## src/hw/rtl/assert_macros.svh

```systemverilog
// Assertion macros shared by the RTL files.
`ifndef ASSERT_MACROS_SVH
`define ASSERT_MACROS_SVH

// The expression holds at every clock edge outside reset.
`define ASSERT_ALWAYS(lbl, clk, rst, expr) \
  lbl: assert property (@(posedge clk) disable iff (rst) (expr)) \
    else $error("%m: invariant violated");

// When the condition holds, the consequence holds in the next cycle.
`define ASSERT_NEXT(lbl, clk, rst, cond, conseq) \
  lbl: assert property (@(posedge clk) disable iff (rst) (cond) |=> (conseq)) \
    else $error("%m: next-cycle check failed");

`endif

```

## src/hw/rtl/porq_pkg.sv

```systemverilog
`default_nettype none
package porq_pkg;

  localparam int QUEUE_DEPTH = 16;
  localparam int CNT_W = $clog2(QUEUE_DEPTH + 1);
  localparam int ID_W = 8;
  localparam int PRI_W = 8;
  localparam int QCOUNT_W = 5;
  localparam int REQ_W = 2;
  localparam int STATUS_W = 2;
  localparam int IN_DATA_W = 16;
  localparam int OUT_DATA_W = 24;

  typedef enum logic [REQ_W-1:0] {
    REQ_PUSH   = 2'd0,
    REQ_POP    = 2'd1,
    REQ_INSERT = 2'd2
  } req_kind_t;

  typedef enum logic [STATUS_W-1:0] {
    ST_OK    = 2'd0,
    ST_EMPTY = 2'd1,
    ST_FULL  = 2'd2
  } status_t;

  typedef enum logic [1:0] {
    S_IDLE,
    S_SCAN,
    S_APPLY
  } ctrl_state_t;

  typedef struct packed {
    logic load;   // capture the accepted request
    logic scan;   // register the per-cell compare mask
    logic apply;  // update the cells and load the result register
  } dp_cmd_t;

endpackage
`default_nettype wire

```

## src/hw/rtl/porq_ctrl.sv

```systemverilog
`default_nettype none
module porq_ctrl (
  input  wire logic             clk,
  input  wire logic             rst,
  input  wire logic             s_tvalid,
  output logic                  s_tready,
  output logic                  m_tvalid,
  input  wire logic             m_tready,
  output porq_pkg::dp_cmd_t     cmd
);
  import porq_pkg::*;

  ctrl_state_t state;
  ctrl_state_t state_next;
  logic out_valid;
  logic out_free;

  assign out_free = !out_valid || m_tready;
  assign m_tvalid = out_valid;

  always_ff @(posedge clk) begin
    if (rst) begin
      state <= S_IDLE;
    end else begin
      state <= state_next;
    end
  end

  always_comb begin
    state_next = state;
    case (state)
      S_IDLE: begin
        if (s_tvalid) begin
          state_next = S_SCAN;
        end
      end
      S_SCAN: begin
        state_next = S_APPLY;
      end
      S_APPLY: begin
        // The result register must be free before the queue is touched.
        if (out_free) begin
          state_next = S_IDLE;
        end
      end
      default: begin
        state_next = S_IDLE;
      end
    endcase
  end

  always_comb begin
    s_tready  = 1'b0;
    cmd.load  = 1'b0;
    cmd.scan  = 1'b0;
    cmd.apply = 1'b0;
    case (state)
      S_IDLE: begin
        s_tready = 1'b1;
        cmd.load = s_tvalid;
      end
      S_SCAN: begin
        cmd.scan = 1'b1;
      end
      S_APPLY: begin
        cmd.apply = out_free;
      end
      default: begin
        s_tready = 1'b0;
      end
    endcase
  end

  always_ff @(posedge clk) begin
    if (rst) begin
      out_valid <= 1'b0;
    end else if (cmd.apply) begin
      out_valid <= 1'b1;
    end else if (m_tready) begin
      out_valid <= 1'b0;
    end
  end

  `include "assert_macros.svh"

  `ASSERT_NEXT(a_scan_follows_load, clk, rst, cmd.load, state == S_SCAN)
  `ASSERT_NEXT(a_result_after_apply, clk, rst, cmd.apply, m_tvalid)
  `ASSERT_ALWAYS(a_no_overwrite, clk, rst, !(cmd.apply && out_valid && !m_tready))

endmodule
`default_nettype wire

```

## src/hw/rtl/porq_dp.sv

```systemverilog
`default_nettype none
module porq_dp (
  input  wire logic                              clk,
  input  wire logic                              rst,
  input  porq_pkg::dp_cmd_t                      cmd,
  input  wire logic [porq_pkg::REQ_W-1:0]        in_req,
  input  wire logic [porq_pkg::ID_W-1:0]         in_id,
  input  wire logic [porq_pkg::PRI_W-1:0]        in_pri,
  output logic      [porq_pkg::STATUS_W-1:0]     res_status,
  output logic      [porq_pkg::ID_W-1:0]         res_id,
  output logic      [porq_pkg::PRI_W-1:0]        res_pri,
  output logic      [porq_pkg::QCOUNT_W-1:0]     res_count
);
  import porq_pkg::*;

  logic [REQ_W-1:0] req;
  logic [ID_W-1:0]  req_id;
  logic [PRI_W-1:0] req_pri;

  logic [ID_W-1:0]  ids  [QUEUE_DEPTH];
  logic [PRI_W-1:0] pris [QUEUE_DEPTH];
  logic [CNT_W-1:0] count;

  logic [QUEUE_DEPTH-1:0] hit;       // cell is at or after the insert point, unscanned
  logic [QUEUE_DEPTH-1:0] hit_q;
  logic [QUEUE_DEPTH-1:0] after;     // prefix OR of hit_q
  logic is_full;
  logic is_empty;
  logic do_place;
  logic do_pop;

  always_ff @(posedge clk) begin
    if (cmd.load) begin
      req     <= in_req;
      req_id  <= in_id;
      req_pri <= in_pri;
    end
  end

  // A cell is a candidate when the new task outranks it, or when it is past the tail.
  // A push at the tail only uses the second rule.
  for (genvar g = 0; g < QUEUE_DEPTH; g++) begin : g_cmp
    always_comb begin
      if (CNT_W'(g) >= count) begin
        hit[g] = 1'b1;
      end else begin
        hit[g] = (req == REQ_INSERT) && (req_pri > pris[g]);
      end
    end
  end

  always_ff @(posedge clk) begin
    if (cmd.scan) begin
      hit_q <= hit;
    end
  end

  always_comb begin
    after = hit_q;
    for (int s = 1; s < QUEUE_DEPTH; s = s * 2) begin
      after = after | (after << s);
    end
  end

  assign is_full  = (count == CNT_W'(QUEUE_DEPTH));
  assign is_empty = (count == '0);
  assign do_place = cmd.apply && !is_full && (req == REQ_PUSH || req == REQ_INSERT);
  assign do_pop   = cmd.apply && !is_empty && (req == REQ_POP);

  for (genvar g = 0; g < QUEUE_DEPTH; g++) begin : g_cell
    logic first;
    logic [ID_W-1:0]  up_id;
    logic [PRI_W-1:0] up_pri;
    logic [ID_W-1:0]  dn_id;
    logic [PRI_W-1:0] dn_pri;

    if (g == 0) begin : g_head
      assign first  = after[g];
      assign up_id  = req_id;
      assign up_pri = req_pri;
    end else begin : g_body
      assign first  = after[g] && !after[g-1];
      assign up_id  = ids[g-1];
      assign up_pri = pris[g-1];
    end

    if (g == QUEUE_DEPTH - 1) begin : g_tail
      assign dn_id  = ids[g];
      assign dn_pri = pris[g];
    end else begin : g_mid
      assign dn_id  = ids[g+1];
      assign dn_pri = pris[g+1];
    end

    always_ff @(posedge clk) begin
      if (do_place) begin
        if (first) begin
          ids[g]  <= req_id;
          pris[g] <= req_pri;
        end else if (after[g]) begin
          ids[g]  <= up_id;
          pris[g] <= up_pri;
        end
      end else if (do_pop) begin
        ids[g]  <= dn_id;
        pris[g] <= dn_pri;
      end
    end
  end

  always_ff @(posedge clk) begin
    if (rst) begin
      count <= '0;
    end else if (do_place) begin
      count <= count + CNT_W'(1);
    end else if (do_pop) begin
      count <= count - CNT_W'(1);
    end
  end

  always_ff @(posedge clk) begin
    if (cmd.apply) begin
      res_status <= ST_OK;
      res_id     <= '0;
      res_pri    <= '0;
      res_count  <= QCOUNT_W'(count);
      case (req)
        REQ_PUSH, REQ_INSERT: begin
          if (is_full) begin
            res_status <= ST_FULL;
          end else begin
            res_count <= QCOUNT_W'(count + CNT_W'(1));
          end
        end
        REQ_POP: begin
          if (is_empty) begin
            res_status <= ST_EMPTY;
          end else begin
            res_id    <= ids[0];
            res_pri   <= pris[0];
            res_count <= QCOUNT_W'(count - CNT_W'(1));
          end
        end
        default: begin
          res_status <= ST_OK;
        end
      endcase
    end
  end

  `include "assert_macros.svh"

  `ASSERT_ALWAYS(a_count_bound, clk, rst, count <= CNT_W'(QUEUE_DEPTH))
  `ASSERT_NEXT(a_count_held, clk, rst, !cmd.apply, $stable(count))
  `ASSERT_NEXT(a_count_step, clk, rst, cmd.apply,
    (count == $past(count)) || (count == $past(count) + CNT_W'(1)) ||
    (count + CNT_W'(1) == $past(count)))

endmodule
`default_nettype wire

```

## src/hw/rtl/priority_ordered_ready_queue.sv

```systemverilog
// Priority-ordered ready queue of up to QUEUE_DEPTH tasks (16). Each request on the
// slave stream is a push at the tail, a pop of the head, or an insert before the first
// entry of strictly lower priority; each gives exactly one result transfer on the master
// stream. After its transfer a request is handled in order: first, every cell
// compares its priority with the new one in parallel and the mask is registered;
// next, all cells shift at once and the result register is loaded; last, the result
// is offered. The next request is taken in the same cycle in which the result is
// offered, and none is taken while one is being compared or shifted; a result that
// is not taken holds the shift step of the following request until the result
// register frees up.
`default_nettype none
module priority_ordered_ready_queue (
  input  wire logic                                clk,
  input  wire logic                                rst,
  input  wire logic                                s_tvalid,
  output logic                                     s_tready,
  // [7:0] task_id, [15:8] priority_req
  input  wire logic [porq_pkg::IN_DATA_W-1:0]      s_tdata,
  // [1:0] req_type
  input  wire logic [porq_pkg::REQ_W-1:0]          s_tuser,
  output logic                                     m_tvalid,
  input  wire logic                                m_tready,
  // [7:0] popped_task_id, [15:8] popped_priority, [20:16] queue_count, [23:21] zero
  output logic      [porq_pkg::OUT_DATA_W-1:0]     m_tdata,
  // [1:0] status
  output logic      [porq_pkg::STATUS_W-1:0]       m_tuser
);
  import porq_pkg::*;

  dp_cmd_t cmd;
  logic [ID_W-1:0]     res_id;
  logic [PRI_W-1:0]    res_pri;
  logic [QCOUNT_W-1:0] res_count;

  porq_ctrl u_ctrl (
    .clk      (clk),
    .rst      (rst),
    .s_tvalid (s_tvalid),
    .s_tready (s_tready),
    .m_tvalid (m_tvalid),
    .m_tready (m_tready),
    .cmd      (cmd)
  );

  porq_dp u_dp (
    .clk        (clk),
    .rst        (rst),
    .cmd        (cmd),
    .in_req     (s_tuser),
    .in_id      (s_tdata[ID_W-1:0]),
    .in_pri     (s_tdata[ID_W+PRI_W-1:ID_W]),
    .res_status (m_tuser),
    .res_id     (res_id),
    .res_pri    (res_pri),
    .res_count  (res_count)
  );

  assign m_tdata = {(OUT_DATA_W - ID_W - PRI_W - QCOUNT_W)'(0), res_count, res_pri, res_id};

endmodule
`default_nettype wire

```

## config.mk

```make
export PLATFORM = sky130hd
export DESIGN_NAME = priority_ordered_ready_queue
export DESIGN_NICKNAME = d
export VERILOG_FILES = /design/src/hw/rtl/porq_pkg.sv /design/src/hw/rtl/porq_ctrl.sv /design/src/hw/rtl/porq_dp.sv /design/src/hw/rtl/priority_ordered_ready_queue.sv
export VERILOG_INCLUDE_DIRS = /design/src /design/src/hw/rtl
export SDC_FILE = /design/constraint.sdc
export NUM_CORES = 1
export LEC_CHECK = 0
export ABC_AREA = 1
export BUFFER_PORTS_ARGS = -buffer_cell sky130_fd_sc_hd__clkbuf_2
export CAP_MARGIN = 20
export CORE_AREA = 4 4 185 187
export DETAILED_ROUTE_END_ITERATION = 8
export DIE_AREA = 0 0 189 191
export PLACE_DENSITY = 0.75
export SETUP_SLACK_MARGIN = 0.02
export SLEW_MARGIN = 20
export SYNTH_ARGS = -nofsm -noshare
export SYNTH_HDL_FRONTEND = slang
export SYNTH_SLANG_ARGS = --single-unit
export TNS_END_PERCENT = 30
```

## constraint.sdc

```tcl
create_clock -name clk -period 5.7 [get_ports clk]
set_input_delay 1.14 -clock clk [delete_from_list [all_inputs] [get_ports clk]]
set_output_delay 1.14 -clock clk [all_outputs]
set_load 0.02 [all_outputs]
```

### Word-level counts from Yosys, hierarchy flattened

Memories as Yosys holds them, arrays and structs flattened.
Index checks and enable logic that the tools add are counted.

| storage, ports and cells | value |
|---|---|
| register bits | 65 |
| latch bits | 0 |
| RAM bits | 256 |
| memory bits (read-only) | 0 |
| output and inout bits | 28 |
| logic and storage cells | 389 |
| memories kept | 2 |

Memory list:

| memory | words | width | read ports | clocked after memory_dff | wr ports | line | RTL |
|---|---|---|---|---|---|---|---|
| u_dp.ids | 16 | 8 | 16 | 0 | 16 | porq_dp.sv:20 | `logic [ID_W-1:0] ids [QUEUE_DEPTH];` |
| u_dp.pris | 16 | 8 | 16 | 0 | 16 | porq_dp.sv:21 | `logic [PRI_W-1:0] pris [QUEUE_DEPTH];` |

| cells by class | value |
|---|---|
| add/sub/neg operators | 2 |
| multipliers | 0 |
| div/mod/pow operators | 0 |
| magnitude comparators | 32 |
| equal/unequal tests | 7 |
| shift-type cells | 0 |
| multiplexer cells | 190 |
| bitwise operators | 67 |
| reduce and logical (&&, ||, !) cells | 63 |

Operators by type and width:

| cell | number |
|---|---|
| 8-bit two-way mux | 62 |
| 8-bit greater-than comparator | 16 |
| 1-bit two-way mux | 118 |
| 16-bit OR | 4 |
| 1-bit OR | 62 |
| 4-bit by 5-bit greater-or-equal comparator with 1-bit output, first input constant | 8 |
| 1-bit logical AND | 35 |
| 3-bit by 5-bit greater-or-equal comparator with 1-bit output, first input constant | 4 |
| 5-bit two-way mux | 4 |
| 1-bit zero test | 18 |
| 1-bit by 5-bit greater-or-equal comparator with 1-bit output, first input constant | 2 |
| 2-bit by 5-bit greater-or-equal comparator with 1-bit output, first input constant | 2 |
| 5-bit one-hot mux with 2 select lines | 1 |
| 2-bit two-way mux | 3 |
| 2-bit one-hot mux with 3 select lines | 1 |
| 5-bit by 1-bit adder with 5-bit output, second input constant | 1 |
| 5-bit equality test, second input constant | 1 |
| 5-bit zero test | 1 |
| 5-bit by 1-bit subtractor with 5-bit output, second input constant | 1 |
| 2-bit by 1-bit equality test with 1-bit output, second input constant | 2 |
| 2-bit equality test, second input constant | 2 |
| 2-bit zero test | 2 |
| 2-bit one-hot mux with 2 select lines | 1 |
| 2-bit nonzero test | 2 |
| other kinds (6) | 8 |

### Depth between registers and ports, before layout

Gate-level depths: netlist of run 1.

| logic depth | value |
|---|---|
| word-level depth | 11 |
| mapped depth | 13 |

### Modules after synthesis

Synthesis of run 1 repeated with hierarchy kept, for this count alone.

| unflattened totals | value |
|---|---|
| cells, all modules | 2412 |
| area, all modules | 19707.7 sq um |

Modules (own cells, without submodules):

| module | instances | cells an instance | area each (sq um) | sequential area each (sq um) |
|---|---|---|---|---|
| porq_dp | 1 | 2389 | 19532.5 | 9499.1 |
| porq_ctrl | 1 | 19 | 148.9 | 60.1 |
| priority_ordered_ready_queue | 1 | 4 | 26.3 | 0.0 |

### Worst setup path before layout of run 1

OpenSTA, ideal clock, no wires.

| timing path | value |
|---|---|
| path type | input-to-reg |
| start point | input m_tready |
| end point | memory u_dp.ids[15][0] (netlist: u_dp.ids[1][56]) (enable) |
| arrival time | 3125 ps |
| path slack | 2164 ps |
| stages on the path | 4 |
| path buffers | 0 |
| cell sequence | nor2_1 -> nor2_4 -> nand3_2 -> o21ai_0 |

RTL lines:

| item | line | RTL |
|---|---|---|
| from (decl) | priority_ordered_ready_queue.sv:22 | `input wire logic m_tready,` |
| to (decl) | porq_dp.sv:20 |  |

==> results of run 1 <==
[layout make-up]
cell class	count	area [sq um]	area share, %
well taps	442	553	2.57
repair buffers	67	425	1.98
multi-input cells	1762	8750	40.7
clock buffers	43	991	4.61
inverters	280	1060	4.91
flip-flops and latches	321	9560	44.4
clock inverters	21	179	0.832
[sequential cells by signal, summed over array words and instances, names as in the netlist]
name                flops
u_dp.ids              128
u_dp.pris             128
u_dp.hit_q             16
u_dp.g_cell.up_id       8
u_dp.g_cell.up_pri      8
u_dp.res_id             8
u_dp.res_pri            8
u_dp.count              5
u_dp.res_count          5
u_ctrl.state            2
u_dp.req                2
u_dp.res_status         2
u_ctrl.m_tvalid         1
[power by group through the flow]
stage | combinational (mW) | sequential, mW | clock [mW]
4_1_cts | 0.544 | 2.72 | 2.36
5_1_grt | 0.621 | 2.73 | 2.45
6_report | 0.553 | 2.73 | 2.34
3_3_place_gp | 0.513 | 2.77 | 0
2_1_floorplan | 0.372 | 2.75 | 0
3_5_place_dp | 0.540 | 2.77 | 0
[worst max-delay path, cell delays in order, from the launching register on]
cell,delay [ps]
dfxtp_1,390
inv_1,260
ha_1,270
inv_1,100
nor2_1,100
nand2_1,150
nand3_4,330
buf_4,770
nand2_1,670
[metrics by stage]
stage | power [mW] | setup WS (ps) | instance area [sq um]
CTS | 5.63 | 2230 | 21500
floorplan | 3.12 | 2160 | 20000
global route | 5.80 | 1960 | 21500
detailed placement | 3.31 | 1690 | 20300
global placement | 3.28 | 1800 | 20300
finish | 5.62 | 2160 | 21500
[metal layers]
metal	vias up	routed length, um	GRT usage (%)
li1	8113	-	-
met1	8057	23100	42.1
met2	904	27500	52.5
met3	200	4880	4.62
met4	2	3090	15.3
met5	-	13	0
[worst max path at each step]
stage	start	cells after the start	slack (ps)	endpoint
floorplan	m_tready	4	2160	u_dp.ids[1][56]$_DFFE_PP_
global placement	m_tready	6	1800	u_dp.pris[0][15]$_DFFE_PP_
detailed placement	m_tready	6	1690	u_dp.pris[2][15]$_DFFE_PP_
CTS	m_tready	6	2230	u_dp.pris[2][13]$_DFFE_PP_
global route	u_dp.count[0]$_SDFFE_PP0P_	8	1960	u_dp.pris[1][5]$_DFFE_PP_
finish	u_dp.count[0]$_SDFFE_PP0P_	8	2160	u_dp.pris[2][13]$_DFFE_PP_
[Yosys cell counts (8+ instances only)]
library cell / count
nand2_1: 981
edfxtp_1: 313
nand3_1: 310
inv_1: 273
ha_1: 133
o21ai_0: 80
nor2_1: 73
a21oi_1: 65
buf_2: 62
nand3b_1: 47
clkbuf_1: 33
nor3_1: 20
a31oi_1: 12
buf_4: 10
buf_6: 10
dfxtp_1: 8
nand2_2: 8
[cell families after synthesis]
| logic type | after synthesis |
|---|---|
| buf+inv | 402 |
| compound gates | 164 |
| fa+ha+maj | 133 |
| other cells | 1 |
| flops | 321 |
| simple gates | 1458 |
| xor+xnor | 4 |
==> impl_metrics.env, run 1 <==
export IMPL_syn_inst=2483
export IMPL_endpoint_kind="register"
export IMPL_cts_resized=0
export IMPL_design_die_area_sq_mm=0.0361
export IMPL_crit_arrival_ps=3630
export IMPL_grt_max_degree=171
export IMPL_reg2reg_depth=8
export IMPL_rows=66
export IMPL_min_to="u_ctrl.state[0]$_SDFFE_PP0P_"
export IMPL_final_cell_mix="nand2_1, edfxtp_1, nand3_1"
export IMPL_clkTransAtPathRegs_ps=60
export IMPL_setup_viol=0
export IMPL_h_tree_depth=2
export IMPL_synth_xor_area_share_pct=0.175
export IMPL_cts_buffer_depth=3
export IMPL_drive_above_1_share_pct=6.13
export IMPL_gp_congestion=0.901
export IMPL_grt_pass1_wl_mm=90.8
export IMPL_yosysSeqAreaShare_pct=47.8
export IMPL_synth_edf_count=313
export IMPL_finalCritPeriodShare_pct=62.1
export IMPL_synth_top_family_by_area="simple AND/OR/NAND/NOR gates"
export IMPL_reg2reg_slack_ps=2160
export IMPL_num_nets_final=2624
export IMPL_slew_headroom_pct=24.4
export IMPL_drt_iter0_drc=2042
export IMPL_overflow=0
export IMPL_io_buffers=46
export IMPL_tightest_slew_ps=1130
export IMPL_place_inst=2872
export IMPL_worstSkewPairLatency_ps=520
export IMPL_wl_mm=58.6
export IMPL_synth_mux_area_share_pct=0
export IMPL_finClkSkew_ps=17.7
export IMPL_fmax_mhz=283
export IMPL_hold_path_class="register to register"
export IMPL_clock_sinks=321
export IMPL_pin_count=50
export IMPL_path_max_fanout=92
export IMPL_slew_violations=0
export IMPL_area_growth_pct=7.66
export IMPL_powerDensity_mw_per_mm2=261
export IMPL_yosys_warnings=0
export IMPL_ant_nets=0
export IMPL_status="finished, final reports clean"
export IMPL_yosysUniqueCellTypes=33
export IMPL_synthTopCellsByArea="edfxtp_1, nand2_1, ha_1, nand3_1, inv_1"
export IMPL_power_share_clock_pct=41.7
export IMPL_grt_use_total_pct=32.0
export IMPL_coreArea_sq_mm=0.0325
export IMPL_drc=0
export IMPL_viasPerCell=5.88
export IMPL_via_count=17300
export IMPL_pwr_share_seq_pct=48.5
export IMPL_hold_ws_ps=501
export IMPL_p_sw_mw=1.40
export IMPL_internal_power_mw=4.22
export IMPL_cts_tree="yes"
export IMPL_antenna_found_initial=1
export IMPL_synth_ff_type="edfxtp_1"
export IMPL_combPwrFrac_pct=9.8
export IMPL_hp_start="u_ctrl.state[0]$_SDFFE_PP0P_"
export IMPL_wl_per_cell_um=20.0
export IMPL_cts_hold_buf=0
export IMPL_swShare_pct=24.9
export IMPL_fin_tns_setup_ps=0
export IMPL_synthAdderAreaFrac_pct=8.33
export IMPL_start_util_pct=61.6
export IMPL_leakagePower_nw=10.0
export IMPL_final_common_cell="nand2_1"
export IMPL_r2r_end="u_dp.pris[2][13]$_DFFE_PP_"
export IMPL_synth_top_area_share_pct=47.0
export IMPL_synth_compound_area_share_pct=4.30
export IMPL_rsz0062_at_grt="false"
export IMPL_synth_area_sq_mm=0.0200
export IMPL_worst_ep_required_time_ps=5800
export IMPL_synth_area_leader_cell="edfxtp_1"
export IMPL_final_util_pct=66.3
export IMPL_fin_cells=2936
export IMPL_final_hold_violation_count=0
export IMPL_cts_buffers=37
export IMPL_crit_type="register to register"
export IMPL_avgSynthCellArea_sq_um=8.05
export IMPL_min_period_ps=3540
export IMPL_drt_pass1_iter_count=6
export IMPL_synth_simple_gate_area_share_pct=30.8
export IMPL_r2r_start="u_dp.count[0]$_SDFFE_PP0P_"
export IMPL_async_flop_share_pct=0
export IMPL_ir_drop_uv=216
export IMPL_cts_setup_buffers=0
export IMPL_startpoint_type="register"
export IMPL_antenna_diode_count=0
export IMPL_hpwl_mm=39.9
export IMPL_die_y_um=191
export IMPL_clock_root_buffer="clkbuf_16"
export IMPL_drv_cap=0
export IMPL_ys_seq_elements=321
export IMPL_die_width_um=189
export IMPL_holdPathStages=1
export IMPL_fillers=2740
export IMPL_grt_pass1_vias=16800
Power figures use the tool's default switching activity.
==> inputs of run 2 (changes only) <==
- clock period: 5.7 -> 3.64 ns (I/O delays scaled with it)
==> run 2 against run 1 <==
Wire length down 1.0%. Hold slack worse by 130 ps. Clock power up 56%. Sequential power up 57%.
==> impl_metrics.env, run 2 (synthesis results as in run 1) <==
export IMPL_crit_slowest_cell="nand2_1"
export IMPL_slew_violations=0
export IMPL_via_count=17400
export IMPL_reg_top3="u_dp.ids x128, u_dp.pris x128, u_dp.hit_q x16"
export IMPL_antenna_diode_count=0
export IMPL_drive_above_1_share_pct=7.28
export IMPL_grt_max_degree=113
export IMPL_min_period_ps=3070
export IMPL_crit_type="register to register"
export IMPL_fmax_mhz=326
export IMPL_maxUsedRoutingLayer="met4"
export IMPL_r2r_start="u_dp.count[0]$_SDFFE_PP0P_"
export IMPL_die_width_um=189
export IMPL_tightest_slew_ps=1210
export IMPL_num_nets_final=2655
export IMPL_pin_count=50
export IMPL_ir_drop_uv=415
export IMPL_crit_buf_inv=3
export IMPL_rsz0062_at_grt="false"
export IMPL_leakagePower_nw=10.2
export IMPL_drt_iter0_drc=2179
export IMPL_io_buffers=46
export IMPL_fin_cells=2971
export IMPL_crit_arrival_ps=3220
export IMPL_cts_resized=0
export IMPL_power_mw=8.78
export IMPL_critPathCapture="u_dp.ids[1][46]$_DFFE_PP_"
export IMPL_area_growth_pct=8.84
export IMPL_status="finished, final reports clean"
export IMPL_reg2reg_depth=10
export IMPL_fin_tns_setup_ps=0
export IMPL_final_cell_mix="nand2_1, edfxtp_1, nand3_1"
export IMPL_cts_setup_buffers=0
export IMPL_final_common_cell="nand2_1"
export IMPL_gp_congestion=0.934
export IMPL_setup_slack_ps=572
export IMPL_grt_pass1_wl_mm=90.9
export IMPL_endpoint_kind="register"
export IMPL_drt_pass1_iter_count=8
export IMPL_grt_use_total_pct=31.9
export IMPL_cts_buffers=37
export IMPL_finClkSkew_ps=11.8
export IMPL_clock_root_buffer="clkbuf_16"
export IMPL_ant_nets=0
export IMPL_cts_tree="yes"
export IMPL_drc=0
export IMPL_start_util_pct=61.6
export IMPL_hold_path_class="input pin to register"
export IMPL_worst_ep_required_time_ps=3790
export IMPL_startpoint_type="register"
export IMPL_design_die_area_sq_mm=0.0361
export IMPL_fillers=2717
export IMPL_cts_hold_buf=0
export IMPL_crit_cells=10
export IMPL_finalCritPeriodShare_pct=84.3
export IMPL_path_max_fanout=46
export IMPL_antenna_found_initial=0
export IMPL_crit_family="simple AND/OR/NAND/NOR gates"
export IMPL_slew_headroom_pct=19.3
export IMPL_drv_cap=0
export IMPL_crit_path_max_incr_delay_ps=580
export IMPL_final_hold_violation_count=0
export IMPL_powerDensity_mw_per_mm2=404
export IMPL_r2r_end="u_dp.ids[1][46]$_DFFE_PP_"
export IMPL_coreArea_sq_mm=0.0325
export IMPL_m1WireLength_mm=22.3
export IMPL_h_tree_depth=2
export IMPL_clock_sinks=321
export IMPL_clkTransAtPathRegs_ps=60
export IMPL_worstSkewPairLatency_ps=530
export IMPL_route_met3_wl_mm=5.58
export IMPL_critPathLaunch="u_dp.count[0]$_SDFFE_PP0P_"
export IMPL_hold_ws_ps=370
export IMPL_cpMostUsedCell="nand2_2"
export IMPL_reg2reg_slack_ps=570
export IMPL_dp_slack_ps=601
export IMPL_worstPathCellList="inv_1, ha_1, nand2_1, inv_1, nand2_2, nand2_2, nor2_4, buf_12, nand2_2, nand2_1"
export IMPL_die_y_um=191
export IMPL_rows=66
export IMPL_overflow=0
export IMPL_cts_buffer_depth=3
export IMPL_wl_per_cell_um=19.5
export IMPL_hpwl_mm=40.8
export IMPL_wl_met2_mm=26.3
export IMPL_setup_viol=0
export IMPL_grt_pass1_vias=16900
export IMPL_viasPerCell=5.85
export IMPL_wl_mm=58.0
export IMPL_place_inst=2903
==> run 2: worst min path at each step <==
| stage | start | to | slack [ps] | cells past startpoint |
|---|---|---|---|---|
| 2_1_floorplan | u_ctrl.state[0]$_SDFFE_PP0P_ | u_ctrl.state[0]$_SDFFE_PP0P_ | 440 | 1 |
| 3_3_place_gp | u_ctrl.state[0]$_SDFFE_PP0P_ | u_ctrl.state[0]$_SDFFE_PP0P_ | 480 | 1 |
| 3_5_place_dp | u_ctrl.state[0]$_SDFFE_PP0P_ | u_ctrl.state[0]$_SDFFE_PP0P_ | 490 | 1 |
| 4_1_cts | s_tdata[15] | u_dp.g_cell[0].up_pri[7]$_DFFE_PP_ | 360 | 1 |
| 5_1_grt | s_tdata[13] | u_dp.g_cell[0].up_pri[5]$_DFFE_PP_ | 360 | 1 |
| 6_report | s_tdata[15] | u_dp.g_cell[0].up_pri[7]$_DFFE_PP_ | 370 | 1 |
==> run 2: power breakdown <==
group	total (mW)	leakage (nW)	internal, mW	switching, mW
sequential	4.28	2.89	4.18	0.0976
combinational	0.868	6.72	0.286	0.582
clock	3.64	0.575	2.10	1.53
==> run 2: metrics by stage <==
| step | utilization (%) | cell area, sq um |
|---|---|---|
| 3_3_place_gp | 63.4 | 20600 |
| 3_5_place_dp | 63.4 | 20600 |
| 4_1_cts | 67.0 | 21700 |
| 5_1_grt | 67.0 | 21700 |
| 2_1_floorplan | - | 20000 |
| 6_report | 67.0 | 21700 |
==> run 2: cell type report <==
type / instances / area, sq um / share of cell area (%)
Sequential cell: 321 / 9560 / 44.0
Multi-Input combinational cell: 1762 / 8750 / 40.2
Inverter: 280 / 1060 / 4.86
Clock buffer: 45 / 998 / 4.59
Timing Repair Buffer: 98 / 662 / 3.04
Tap cell: 442 / 553 / 2.54
Clock inverter: 23 / 171 / 0.788
==> run 2: per-layer routing <==
layer	GRT usage [%]	vias to the layer above
met5	0	-
met4	18.5	0
met3	5.68	229
met2	50.7	944
met1	41.4	8042
li1	-	8177
